$ cat src/s3tc_pkg.sv
`timescale 1ns / 1ps
`default_nettype none
// ----------------------------------------------------------------------------
// S3TC decoder package
// Shared beat types, configuration codes and limits of the block decoder.
// ----------------------------------------------------------------------------
package s3tc_pkg;

  localparam int unsigned MAX_DIM = 4096;
  localparam int unsigned DIM_W   = 13;

  typedef enum logic [1:0] {
    CFG_FORMAT_MODE  = 2'd0,
    CFG_IMAGE_WIDTH  = 2'd1,
    CFG_IMAGE_HEIGHT = 2'd2
  } cfg_idx_e;

  typedef struct packed {
    logic [63:0] alpha_bits;
    logic [63:0] color_bits;
    logic [9:0]  block_col;
    logic [9:0]  block_row;
  } in_item_t;

  typedef struct packed {
    logic [11:0] pixel_x;
    logic [11:0] pixel_y;
    logic [7:0]  red;
    logic [7:0]  green;
    logic [7:0]  blue;
    logic [7:0]  alpha;
    logic        last;
  } out_item_t;

  // Live configuration seen by the front end, limits already clamped.
  typedef struct packed {
    logic             dxt5;
    logic [DIM_W-1:0] wlim;
    logic [DIM_W-1:0] hlim;
  } cfg_t;

  // One decoded block waiting for pixel emission. Channel 0 is red.
  typedef struct packed {
    logic [3:0][2:0][7:0] pal;
    logic [7:0][7:0]      apal;
    logic [15:0][1:0]     cidx;
    logic [15:0][2:0]     acode;
    logic [9:0]           col;
    logic [9:0]           row;
    logic [2:0]           ncols;
    logic [2:0]           nrows;
  } blk_t;

endpackage
`default_nettype wire

$ cat src/s3tc_front.sv
`timescale 1ns / 1ps
`default_nettype none
// ----------------------------------------------------------------------------
// S3TC front end
// Accepts blocks, expands endpoints, sizes the visible window and builds the
// color and alpha palettes across the stage A register and stage B.
// ----------------------------------------------------------------------------
module s3tc_front (
  input  wire                  clk_i,
  input  wire                  rst_ni,
  input  s3tc_pkg::cfg_t       cfg_i,
  input  wire                  in_valid_i,
  output logic                 in_ready_o,
  input  s3tc_pkg::in_item_t   in_data_i,
  output logic                 push_valid_o,
  input  wire                  push_ready_i,
  output s3tc_pkg::blk_t       push_blk_o
);

  typedef struct packed {
    logic [2:0][7:0]  e0;
    logic [2:0][7:0]  e1;
    logic             four;
    logic             dxt5;
    logic             agt;
    logic [7:0]       a0;
    logic [7:0]       a1;
    logic [5:0][10:0] anum;
    logic [15:0][1:0] cidx;
    logic [15:0][2:0] acode;
    logic [9:0]       col;
    logic [9:0]       row;
    logic [2:0]       ncols;
    logic [2:0]       nrows;
  } stg_t;

  function automatic logic [7:0] expand5(input logic [4:0] v);
    logic [12:0] t;
    logic [13:0] s;
    t = 13'(v) * 13'd255 + 13'd16;
    s = 14'(t >> 5) + 14'(t);
    return 8'(s >> 5);
  endfunction

  function automatic logic [7:0] expand6(input logic [5:0] v);
    logic [13:0] t;
    logic [14:0] s;
    t = 14'(v) * 14'd255 + 14'd32;
    s = 15'(t >> 6) + 15'(t);
    return 8'(s >> 6);
  endfunction

  // Division by small constants via a reciprocal, exact for every palette sum fed in.
  function automatic logic [7:0] div3(input logic [9:0] x);
    logic [27:0] p;
    p = 28'(x) * 28'd87382;
    return p[25:18];
  endfunction

  function automatic logic [7:0] div5(input logic [10:0] x);
    logic [27:0] p;
    p = 28'(x) * 28'd52429;
    return p[25:18];
  endfunction

  function automatic logic [7:0] div7(input logic [10:0] x);
    logic [27:0] p;
    p = 28'(x) * 28'd37450;
    return p[25:18];
  endfunction

  function automatic logic [2:0] span(input logic [12:0] lim, input logic [11:0] base);
    logic [12:0] diff;
    diff = lim - {1'b0, base};
    if (lim <= {1'b0, base}) begin
      return 3'd0;
    end else if (diff >= 13'd4) begin
      return 3'd4;
    end else begin
      return diff[2:0];
    end
  endfunction

  stg_t a_d, a_q;
  logic a_valid_q;
  logic a_drop, a_done;
  logic [15:0] c0, c1;

  // Stage A: expand endpoints, weigh alpha endpoints, size the window.
  always_comb begin
    c0 = in_data_i.color_bits[15:0];
    c1 = in_data_i.color_bits[31:16];
    a_d = '0;
    a_d.e0[0] = expand5(c0[15:11]);
    a_d.e0[1] = expand6(c0[10:5]);
    a_d.e0[2] = expand5(c0[4:0]);
    a_d.e1[0] = expand5(c1[15:11]);
    a_d.e1[1] = expand6(c1[10:5]);
    a_d.e1[2] = expand5(c1[4:0]);
    a_d.dxt5  = cfg_i.dxt5;
    a_d.four  = cfg_i.dxt5 || (c0 > c1);
    a_d.a0    = in_data_i.alpha_bits[7:0];
    a_d.a1    = in_data_i.alpha_bits[15:8];
    a_d.agt   = a_d.a0 > a_d.a1;
    for (int k = 0; k < 6; k++) begin
      if (a_d.agt) begin
        a_d.anum[k] = 11'(a_d.a0) * 11'(6 - k) + 11'(a_d.a1) * 11'(k + 1);
      end else if (k < 4) begin
        a_d.anum[k] = 11'(a_d.a0) * 11'(4 - k) + 11'(a_d.a1) * 11'(k + 1);
      end else begin
        a_d.anum[k] = '0;
      end
    end
    a_d.cidx  = in_data_i.color_bits[63:32];
    a_d.acode = in_data_i.alpha_bits[63:16];
    a_d.col   = in_data_i.block_col;
    a_d.row   = in_data_i.block_row;
    a_d.ncols = span(cfg_i.wlim, {in_data_i.block_col, 2'b00});
    a_d.nrows = span(cfg_i.hlim, {in_data_i.block_row, 2'b00});
  end

  // Drop a block with nothing visible; it never reaches the queue.
  assign a_drop       = (a_q.ncols == 3'd0) || (a_q.nrows == 3'd0);
  assign a_done       = a_valid_q && (a_drop || push_ready_i);
  assign in_ready_o   = !a_valid_q || a_done;
  assign push_valid_o = a_valid_q && !a_drop;

  always_ff @(posedge clk_i or negedge rst_ni) begin
    if (!rst_ni) begin
      a_valid_q <= 1'b0;
    end else if (in_ready_o) begin
      a_valid_q <= in_valid_i;
    end
  end

  always_ff @(posedge clk_i) begin
    if (in_valid_i && in_ready_o) begin
      a_q <= a_d;
    end
  end

  // Stage B: palette entries, straight into the queue.
  always_comb begin
    push_blk_o       = '0;
    push_blk_o.cidx  = a_q.cidx;
    push_blk_o.acode = a_q.acode;
    push_blk_o.col   = a_q.col;
    push_blk_o.row   = a_q.row;
    push_blk_o.ncols = a_q.ncols;
    push_blk_o.nrows = a_q.nrows;
    for (int k = 0; k < 3; k++) begin
      push_blk_o.pal[0][k] = a_q.e0[k];
      push_blk_o.pal[1][k] = a_q.e1[k];
      if (a_q.four) begin
        push_blk_o.pal[2][k] = div3({a_q.e0[k], 1'b0} + 10'(a_q.e1[k]));
        push_blk_o.pal[3][k] = div3(10'(a_q.e0[k]) + {a_q.e1[k], 1'b0});
      end else begin
        push_blk_o.pal[2][k] = 8'((9'(a_q.e0[k]) + 9'(a_q.e1[k])) >> 1);
        push_blk_o.pal[3][k] = 8'd0;
      end
    end
    push_blk_o.apal[0] = a_q.dxt5 ? a_q.a0 : 8'd255;
    push_blk_o.apal[1] = a_q.dxt5 ? a_q.a1 : 8'd255;
    for (int k = 0; k < 6; k++) begin
      if (!a_q.dxt5) begin
        push_blk_o.apal[k+2] = 8'd255;
      end else if (a_q.agt) begin
        push_blk_o.apal[k+2] = div7(a_q.anum[k]);
      end else if (k < 4) begin
        push_blk_o.apal[k+2] = div5(a_q.anum[k]);
      end else if (k == 4) begin
        push_blk_o.apal[k+2] = 8'd0;
      end else begin
        push_blk_o.apal[k+2] = 8'd255;
      end
    end
  end

endmodule
`default_nettype wire

$ cat src/s3tc_queue.sv
`timescale 1ns / 1ps
`default_nettype none
// ----------------------------------------------------------------------------
// S3TC block queue
// Two-entry queue of decoded blocks between front and back end.
// ----------------------------------------------------------------------------
module s3tc_queue (
  input  wire              clk_i,
  input  wire              rst_ni,
  input  wire              push_valid_i,
  output logic             push_ready_o,
  input  s3tc_pkg::blk_t   push_blk_i,
  output logic             head_valid_o,
  input  wire              head_pop_i,
  output s3tc_pkg::blk_t   head_blk_o
);

  s3tc_pkg::blk_t mem_q [2];
  logic       wr_ptr_q, rd_ptr_q;
  logic [1:0] cnt_q, cnt_d;
  logic       push, pop;

  assign push_ready_o = (cnt_q != 2'd2);
  assign head_valid_o = (cnt_q != 2'd0);
  assign head_blk_o   = mem_q[rd_ptr_q];
  assign push         = push_valid_i && push_ready_o;
  assign pop          = head_pop_i && head_valid_o;

  always_comb begin
    cnt_d = cnt_q;
    if (push && !pop) begin
      cnt_d = cnt_q + 2'd1;
    end else if (pop && !push) begin
      cnt_d = cnt_q - 2'd1;
    end
  end

  always_ff @(posedge clk_i or negedge rst_ni) begin
    if (!rst_ni) begin
      wr_ptr_q <= 1'b0;
      rd_ptr_q <= 1'b0;
      cnt_q    <= 2'd0;
    end else begin
      cnt_q <= cnt_d;
      if (push) begin
        wr_ptr_q <= !wr_ptr_q;
      end
      if (pop) begin
        rd_ptr_q <= !rd_ptr_q;
      end
    end
  end

  always_ff @(posedge clk_i) begin
    if (push) begin
      mem_q[wr_ptr_q] <= push_blk_i;
    end
  end

endmodule
`default_nettype wire

$ cat src/s3tc_back.sv
`timescale 1ns / 1ps
`default_nettype none
// ----------------------------------------------------------------------------
// S3TC back end
// Walks the visible window of the head block, one pixel per cycle while the
// output is not stalled, into an output register.
// ----------------------------------------------------------------------------
module s3tc_back (
  input  wire                  clk_i,
  input  wire                  rst_ni,
  input  wire                  head_valid_i,
  input  s3tc_pkg::blk_t       head_blk_i,
  output logic                 head_pop_o,
  output logic                 out_valid_o,
  input  wire                  out_ready_i,
  output s3tc_pkg::out_item_t  out_data_o
);

  logic [1:0] c_q, r_q;
  logic       out_valid_q;
  s3tc_pkg::out_item_t out_q, out_d;
  logic       issue, last_col, last_row;
  logic [3:0] p;
  logic [1:0] ci;
  logic [2:0] ac;

  assign issue    = head_valid_i && (!out_valid_q || out_ready_i);
  assign last_col = ({1'b0, c_q} == head_blk_i.ncols - 3'd1);
  assign last_row = ({1'b0, r_q} == head_blk_i.nrows - 3'd1);
  assign head_pop_o = issue && last_col && last_row;

  always_comb begin
    p  = {r_q, c_q};
    ci = head_blk_i.cidx[p];
    ac = head_blk_i.acode[p];
    out_d.pixel_x = {head_blk_i.col, c_q};
    out_d.pixel_y = {head_blk_i.row, r_q};
    out_d.red     = head_blk_i.pal[ci][0];
    out_d.green   = head_blk_i.pal[ci][1];
    out_d.blue    = head_blk_i.pal[ci][2];
    out_d.alpha   = head_blk_i.apal[ac];
    out_d.last    = last_col && last_row;
  end

  always_ff @(posedge clk_i or negedge rst_ni) begin
    if (!rst_ni) begin
      c_q         <= 2'd0;
      r_q         <= 2'd0;
      out_valid_q <= 1'b0;
    end else begin
      if (issue) begin
        out_valid_q <= 1'b1;
      end else if (out_ready_i) begin
        out_valid_q <= 1'b0;
      end
      // Advance across the row, wrap to the next row, restart per block.
      if (issue) begin
        if (last_col) begin
          c_q <= 2'd0;
          r_q <= last_row ? 2'd0 : r_q + 2'd1;
        end else begin
          c_q <= c_q + 2'd1;
        end
      end
    end
  end

  always_ff @(posedge clk_i) begin
    if (issue) begin
      out_q <= out_d;
    end
  end

  assign out_valid_o = out_valid_q;
  assign out_data_o  = out_q;

endmodule
`default_nettype wire

$ cat src/s3tc_block_decoder.sv
`timescale 1ns / 1ps
`default_nettype none
// ----------------------------------------------------------------------------
// S3TC block decoder
// Decodes DXT1 / DXT5 4x4 blocks into clipped RGBA pixels, in raster order per block.
// ----------------------------------------------------------------------------
//
//  Channel   Direction  Handshake             Beat
//  in        sink       in_valid/in_ready     one compressed block + position
//  out       source     out_valid/out_ready   one RGBA pixel with x, y, last
//  cfg       sink       cfg_we                one register write, no wait
//
//  The back end emits one pixel per cycle unless the output stalls: an
//  unclipped block gives 16 pixels, a clipped one ncols*nrows, and a fully
//  clipped block is dropped in the front end. The pixel walk of the back
//  end sets the sustained rate. The first pixel passes the stage A register,
//  the queue and the output register. Reset selects DXT1 and a 4096 x 4096
//  image; the queue and output register come up empty. A stalled output
//  holds the walk; the two-entry queue lets the front end accept until full.
//
module s3tc_block_decoder (
  input  wire                  clk_i,
  input  wire                  rst_ni,
  input  wire                  cfg_we_i,
  input  wire [1:0]            cfg_idx_i,
  input  wire [12:0]           cfg_wdata_i,
  input  wire                  in_valid_i,
  output logic                 in_ready_o,
  input  s3tc_pkg::in_item_t   in_data_i,
  output logic                 out_valid_o,
  input  wire                  out_ready_i,
  output s3tc_pkg::out_item_t  out_data_o
);

  logic        format_mode_q;
  logic [12:0] image_width_q;
  logic [12:0] image_height_q;
  s3tc_pkg::cfg_t cfg;

  logic           push_valid, push_ready;
  s3tc_pkg::blk_t push_blk;
  logic           head_valid, head_pop;
  s3tc_pkg::blk_t head_blk;

  // Hold configuration; writes outside the register list drop silently.
  always_ff @(posedge clk_i or negedge rst_ni) begin
    if (!rst_ni) begin
      format_mode_q  <= 1'b0;
      image_width_q  <= 13'(s3tc_pkg::MAX_DIM);
      image_height_q <= 13'(s3tc_pkg::MAX_DIM);
    end else if (cfg_we_i) begin
      case (cfg_idx_i)
        s3tc_pkg::CFG_FORMAT_MODE:  format_mode_q  <= cfg_wdata_i[0];
        s3tc_pkg::CFG_IMAGE_WIDTH:  image_width_q  <= cfg_wdata_i;
        s3tc_pkg::CFG_IMAGE_HEIGHT: image_height_q <= cfg_wdata_i;
        default: ;
      endcase
    end
  end

  // Clamp the image size to the largest supported dimension.
  always_comb begin
    cfg.dxt5 = format_mode_q;
    cfg.wlim = (image_width_q > 13'(s3tc_pkg::MAX_DIM)) ?
               13'(s3tc_pkg::MAX_DIM) : image_width_q;
    cfg.hlim = (image_height_q > 13'(s3tc_pkg::MAX_DIM)) ?
               13'(s3tc_pkg::MAX_DIM) : image_height_q;
  end

  s3tc_front u_front (
    .clk_i        (clk_i),
    .rst_ni       (rst_ni),
    .cfg_i        (cfg),
    .in_valid_i   (in_valid_i),
    .in_ready_o   (in_ready_o),
    .in_data_i    (in_data_i),
    .push_valid_o (push_valid),
    .push_ready_i (push_ready),
    .push_blk_o   (push_blk)
  );

  s3tc_queue u_queue (
    .clk_i        (clk_i),
    .rst_ni       (rst_ni),
    .push_valid_i (push_valid),
    .push_ready_o (push_ready),
    .push_blk_i   (push_blk),
    .head_valid_o (head_valid),
    .head_pop_i   (head_pop),
    .head_blk_o   (head_blk)
  );

  s3tc_back u_back (
    .clk_i        (clk_i),
    .rst_ni       (rst_ni),
    .head_valid_i (head_valid),
    .head_blk_i   (head_blk),
    .head_pop_o   (head_pop),
    .out_valid_o  (out_valid_o),
    .out_ready_i  (out_ready_i),
    .out_data_o   (out_data_o)
  );

  // No pixel outside the configured image leaves the block.
  a_clip_x: assert property (@(posedge clk_i) disable iff (!rst_ni)
    out_valid_o |-> ({1'b0, out_data_o.pixel_x} < cfg.wlim))
    else $error("pixel column beyond image width");

  a_clip_y: assert property (@(posedge clk_i) disable iff (!rst_ni)
    out_valid_o |-> ({1'b0, out_data_o.pixel_y} < cfg.hlim))
    else $error("pixel row beyond image height");

  // Only blocks with a visible window enter the queue.
  a_push_visible: assert property (@(posedge clk_i) disable iff (!rst_ni)
    (push_valid && push_ready) |-> (push_blk.ncols != 3'd0 && push_blk.nrows != 3'd0))
    else $error("fully clipped block queued");

  // The back end retires only a block that is present.
  a_pop_valid: assert property (@(posedge clk_i) disable iff (!rst_ni)
    head_pop |-> head_valid)
    else $error("pop from empty queue");

endmodule
`default_nettype wire

$ cat config.mk
export PLATFORM = sky130hd
export DESIGN_NAME = s3tc_block_decoder
export DESIGN_NICKNAME = d
export VERILOG_FILES = /design/src/s3tc_pkg.sv /design/src/s3tc_front.sv /design/src/s3tc_queue.sv /design/src/s3tc_back.sv /design/src/s3tc_block_decoder.sv
export SDC_FILE = /design/constraint.sdc
export NUM_CORES = 2
export LEC_CHECK = 0
export BUFFER_PORTS_ARGS = -buffer_cell sky130_fd_sc_hd__buf_2
export CORE_MARGIN = 3
export CORE_UTILIZATION = 59
export CTS_CLUSTER_DIAMETER = 50
export CTS_CLUSTER_SIZE = 10
export DETAILED_ROUTE_END_ITERATION = 8
export PLACE_DENSITY = 0.86
export SYNTH_ARGS = -nofsm -noshare
export SYNTH_HDL_FRONTEND = slang
export SYNTH_HIERARCHICAL = 1
export SYNTH_SLANG_ARGS = --single-unit
$ cat constraint.sdc
create_clock -name clk_i -period 12.8 [get_ports clk_i]
set_input_delay 3.2 -clock clk_i [delete_from_list [all_inputs] [get_ports clk_i]]
set_output_delay 3.2 -clock clk_i [all_outputs]
set_load 0.02 [all_outputs]
==> results.yml <==
sta:
  relSlewSlack_pct: 18.76
  worst_slew_pin_slew_ns: 1.219
  post-route-period-util_pct: 66.93
  hold_viol: 0
  finalSetupViolations: 0
  max_freq_mhz: 116.7
  skew_ns: 0.09841
  fin_crit_ns: 8.566
  totalNegativeSetupSlack_ns: 0
  rsz0062_at_grt: "no"
  maxSlewViolCount: 0
route:
  ant_nets: 0
  drc: 0
  first_iter_violations: 3624
  wirelength_met1_mm: 71.36
  wl_met3_mm: 9.580
  wl_per_cell_um: 20.13
  routed.top_layer: "met4"
  drt_wl_total_mm: 174.2
  first_pass_iters: 5
  vias: 50513
  wl_met2_mm: 87.13
  avgViaCountPerCell: 5.839
synthesis:
  avgSynthCellArea_um2: 11.95
  synth_area_mm2: 0.07997
  postSynth.asyncResetShare_pct: 4.297
  synth_nets: 8886
  syn_inst: 6693
  yosysWarnings: 6
  synthDistinctLibCells: 90
  ys.flop_type: "edfxtp_1"
  synth.ff_latch_count: 861
  synth_edf_count: 824
  ys_seq_area_share_pct: 32.10
cts:
  htreeDepth: 3
  post_cts_resized: 0
  clk_pin_slew_ns: 0.06
  numCtsBuffers: 110
  insertion_delay_ns: 0.77
  hold_buffers: 0
  cts_setup_buffers: 0
  cts.sinks: 861
  clk_path_buf_depth: 3
  cts_tree: "yes"
  cts_root_buffer: "clkbuf_16"
critical_path:
  worstSetupEndpointType: "flop"
  crit_path_frequent_cell: "fa_1"
  required_ns: 13.21
  path_class: "reg2reg"
  crit_path_start_kind: "flop"
  slowest_delay_ns: 0.77
  crit_arrival_ns: 8.97
  worst-path-buf-inv: 4
  cp_top_family: "adder cells"
  slowest_stage: "edfxtp_1"
  crit_fanout: 12
placement:
  io_buffer_count: 226
  hpwl_mm: 132.7
  placed_cells: 8464
  place_area_mm2: 0.08182
  routabilityCongestion: 0.8748
global_route:
  grtUsageTotal_pct: 25.18
  grt_pass1_wl_mm: 284.5
  grt_max_degree: 161
  grt_pass1_vias: 55279
  antenna_found_initial: 15
  overflow: 0
cells_and_area:
  fin_area_mm2: 0.08520
  final_cell_mix: "1461 x ha_1, 1156 x inv_1, 824 x edfxtp_1"
  nNetsFinal: 9001
  seqCellArea_mm2: 0.02568
  fin_util_pct: 63.60
  final_common_cell: "ha_1"
  multi_input_area_mm2: 0.04820
  syn2layout_area_growth_pct: 6.550
  final_cells: 8651
  drive_gt1_share_pct: 11.69
  fillers: 9380
floorplan:
  die_area_mm2: 0.1400
  fp.coreArea_mm2: 0.1340
  start_util_pct: 59.69
  pin_count: 227
  num_rows: 134
  die_w_um: 374.2
  die_y_um: 374.2
outcome:
  status: "finished clean"
worst_hold_path:
  hold_path.class: "reg2reg"
job:
  cap_violations: 0
[final timing paths]
| check | start | endpoint | slack [ns] | cells after the start |
|---|---|---|---|---|
| worst min-delay path | u_front/push_blk_o[16] | u_queue/mem_q[0][16] | 0.41 | 0 |
| max in group asynchronous | rst_ni | u_queue/rd_ptr_q | 9.58 | 1 |
| worst min register to register | u_front/push_blk_o[16] | u_queue/mem_q[0][16] | 0.41 | 0 |
| worst max register to register | u_front/push_blk_o[178] | u_queue/mem_q[0][233] | 4.23 | 27 |
| min in group asynchronous | rst_ni | u_back/c_q[1] | 2.57 | 1 |
| worst max-delay path | u_front/push_blk_o[178] | u_queue/mem_q[0][233] | 4.23 | 27 |
[state kept, by name, summed over array words and instances (netlist names)]
register	count
format_mode_q	1
u_front/a_q	81
u_back/c_q	2
u_front/push_blk_o	154
image_height_q	13
u_queue/cnt_q	2
u_front/a_valid_q	1
u_back/r_q	2
u_queue/mem_q	532
u_queue/wr_ptr_q	1
u_back/out_valid_o	1
u_back/out_data_o	57
u_queue/rd_ptr_q	1
image_width_q	13
[logic make-up after synthesis]
kind of cell,count (synthesis),synth area share (%)
AO/OA/AOI/OAI,905,7.468
XOR/XNOR,374,4.096
adder cells (fa/ha/maj),2025,36.98
buffers and inverters,1411,7.700
flip-flops,861,32.10
multiplexers,363,6.874
AND/OR/NAND/NOR,754,4.779
[synth_stat cells (39+ instances only)]
cell | instances | share of area, %
o21a_1 | 40 | 0.38
xor2_1 | 116 | 1.3
fa_1 | 564 | 14
o21ai_0 | 167 | 1.0
mux2_2 | 65 | 0.92
o21bai_1 | 62 | 0.58
a41oi_1 | 39 | 0.43
a21o_1 | 93 | 0.87
nand2_1 | 152 | 0.71
edfxtp_1 | 824 | 31
nor3_1 | 63 | 0.39
nand3_1 | 62 | 0.39
a21oi_1 | 265 | 1.7
ha_1 | 1461 | 23
nor2b_1 | 70 | 0.55
buf_4 | 154 | 1.4
nand2b_1 | 46 | 0.36
xnor2_1 | 258 | 2.8
mux2_4 | 250 | 4.7
inv_1 | 1157 | 5.4
clkbuf_1 | 48 | 0.23
nor2_1 | 196 | 0.92
[area by class of cell]
type | count | share of cell area, %
antenna | 12 | 0.03524
clock buffer | 139 | 3.358
clock inverter | 36 | 0.5786
inverter | 1158 | 5.102
multi-input combinational | 4421 | 56.57
sequential | 861 | 30.14
tap | 1768 | 2.596
timing repair buffer | 256 | 1.621
[through the flow]
step / worst slack [ns] / hold WS (ns)
finish: 4.234 / 0.4142
global route: 3.646 / 0.4149
CTS: 4.282 / 0.4075
detailed placement: 3.829 / 0.4298
global placement: 4.018 / 0.4219
floorplan: 0.2486 / 0.4196
[worst reg2reg max path, stage by stage (launching register included)]
cell and delay (ns):
edfxtp_1 0.77, ha_1 0.29, inv_1 0.06, fa_1 0.40, nor2b_1 0.14, o21ai_0 0.13, a21boi_0 0.31, o21ai_0 0.16
a21boi_0 0.35, o21ai_0 0.24, inv_1 0.14, ha_1 0.18, inv_1 0.09, fa_1 0.51, inv_1 0.09, fa_1 0.51
fa_1 0.66, fa_1 0.45, ha_1 0.31, and3_1 0.19, a221o_1 0.31, a221oi_1 0.55, a21oi_1 0.22, a311o_1 0.43
a31oi_1 0.32, o21bai_1 0.14, xnor2_1 0.18, a22oi_1 0.12
[metal layers]
metal  GRT usage [%]  vias to the layer above
li1                -                    23456
met1           31.64                    25094
met2           44.09                     1577
met3           3.717                      386
met4           9.403                        0
met5               0                        -
Power is left out: the tool's default activity adds up to more than one toggle a clock period on the data nets, which glitch-free logic cannot reach.
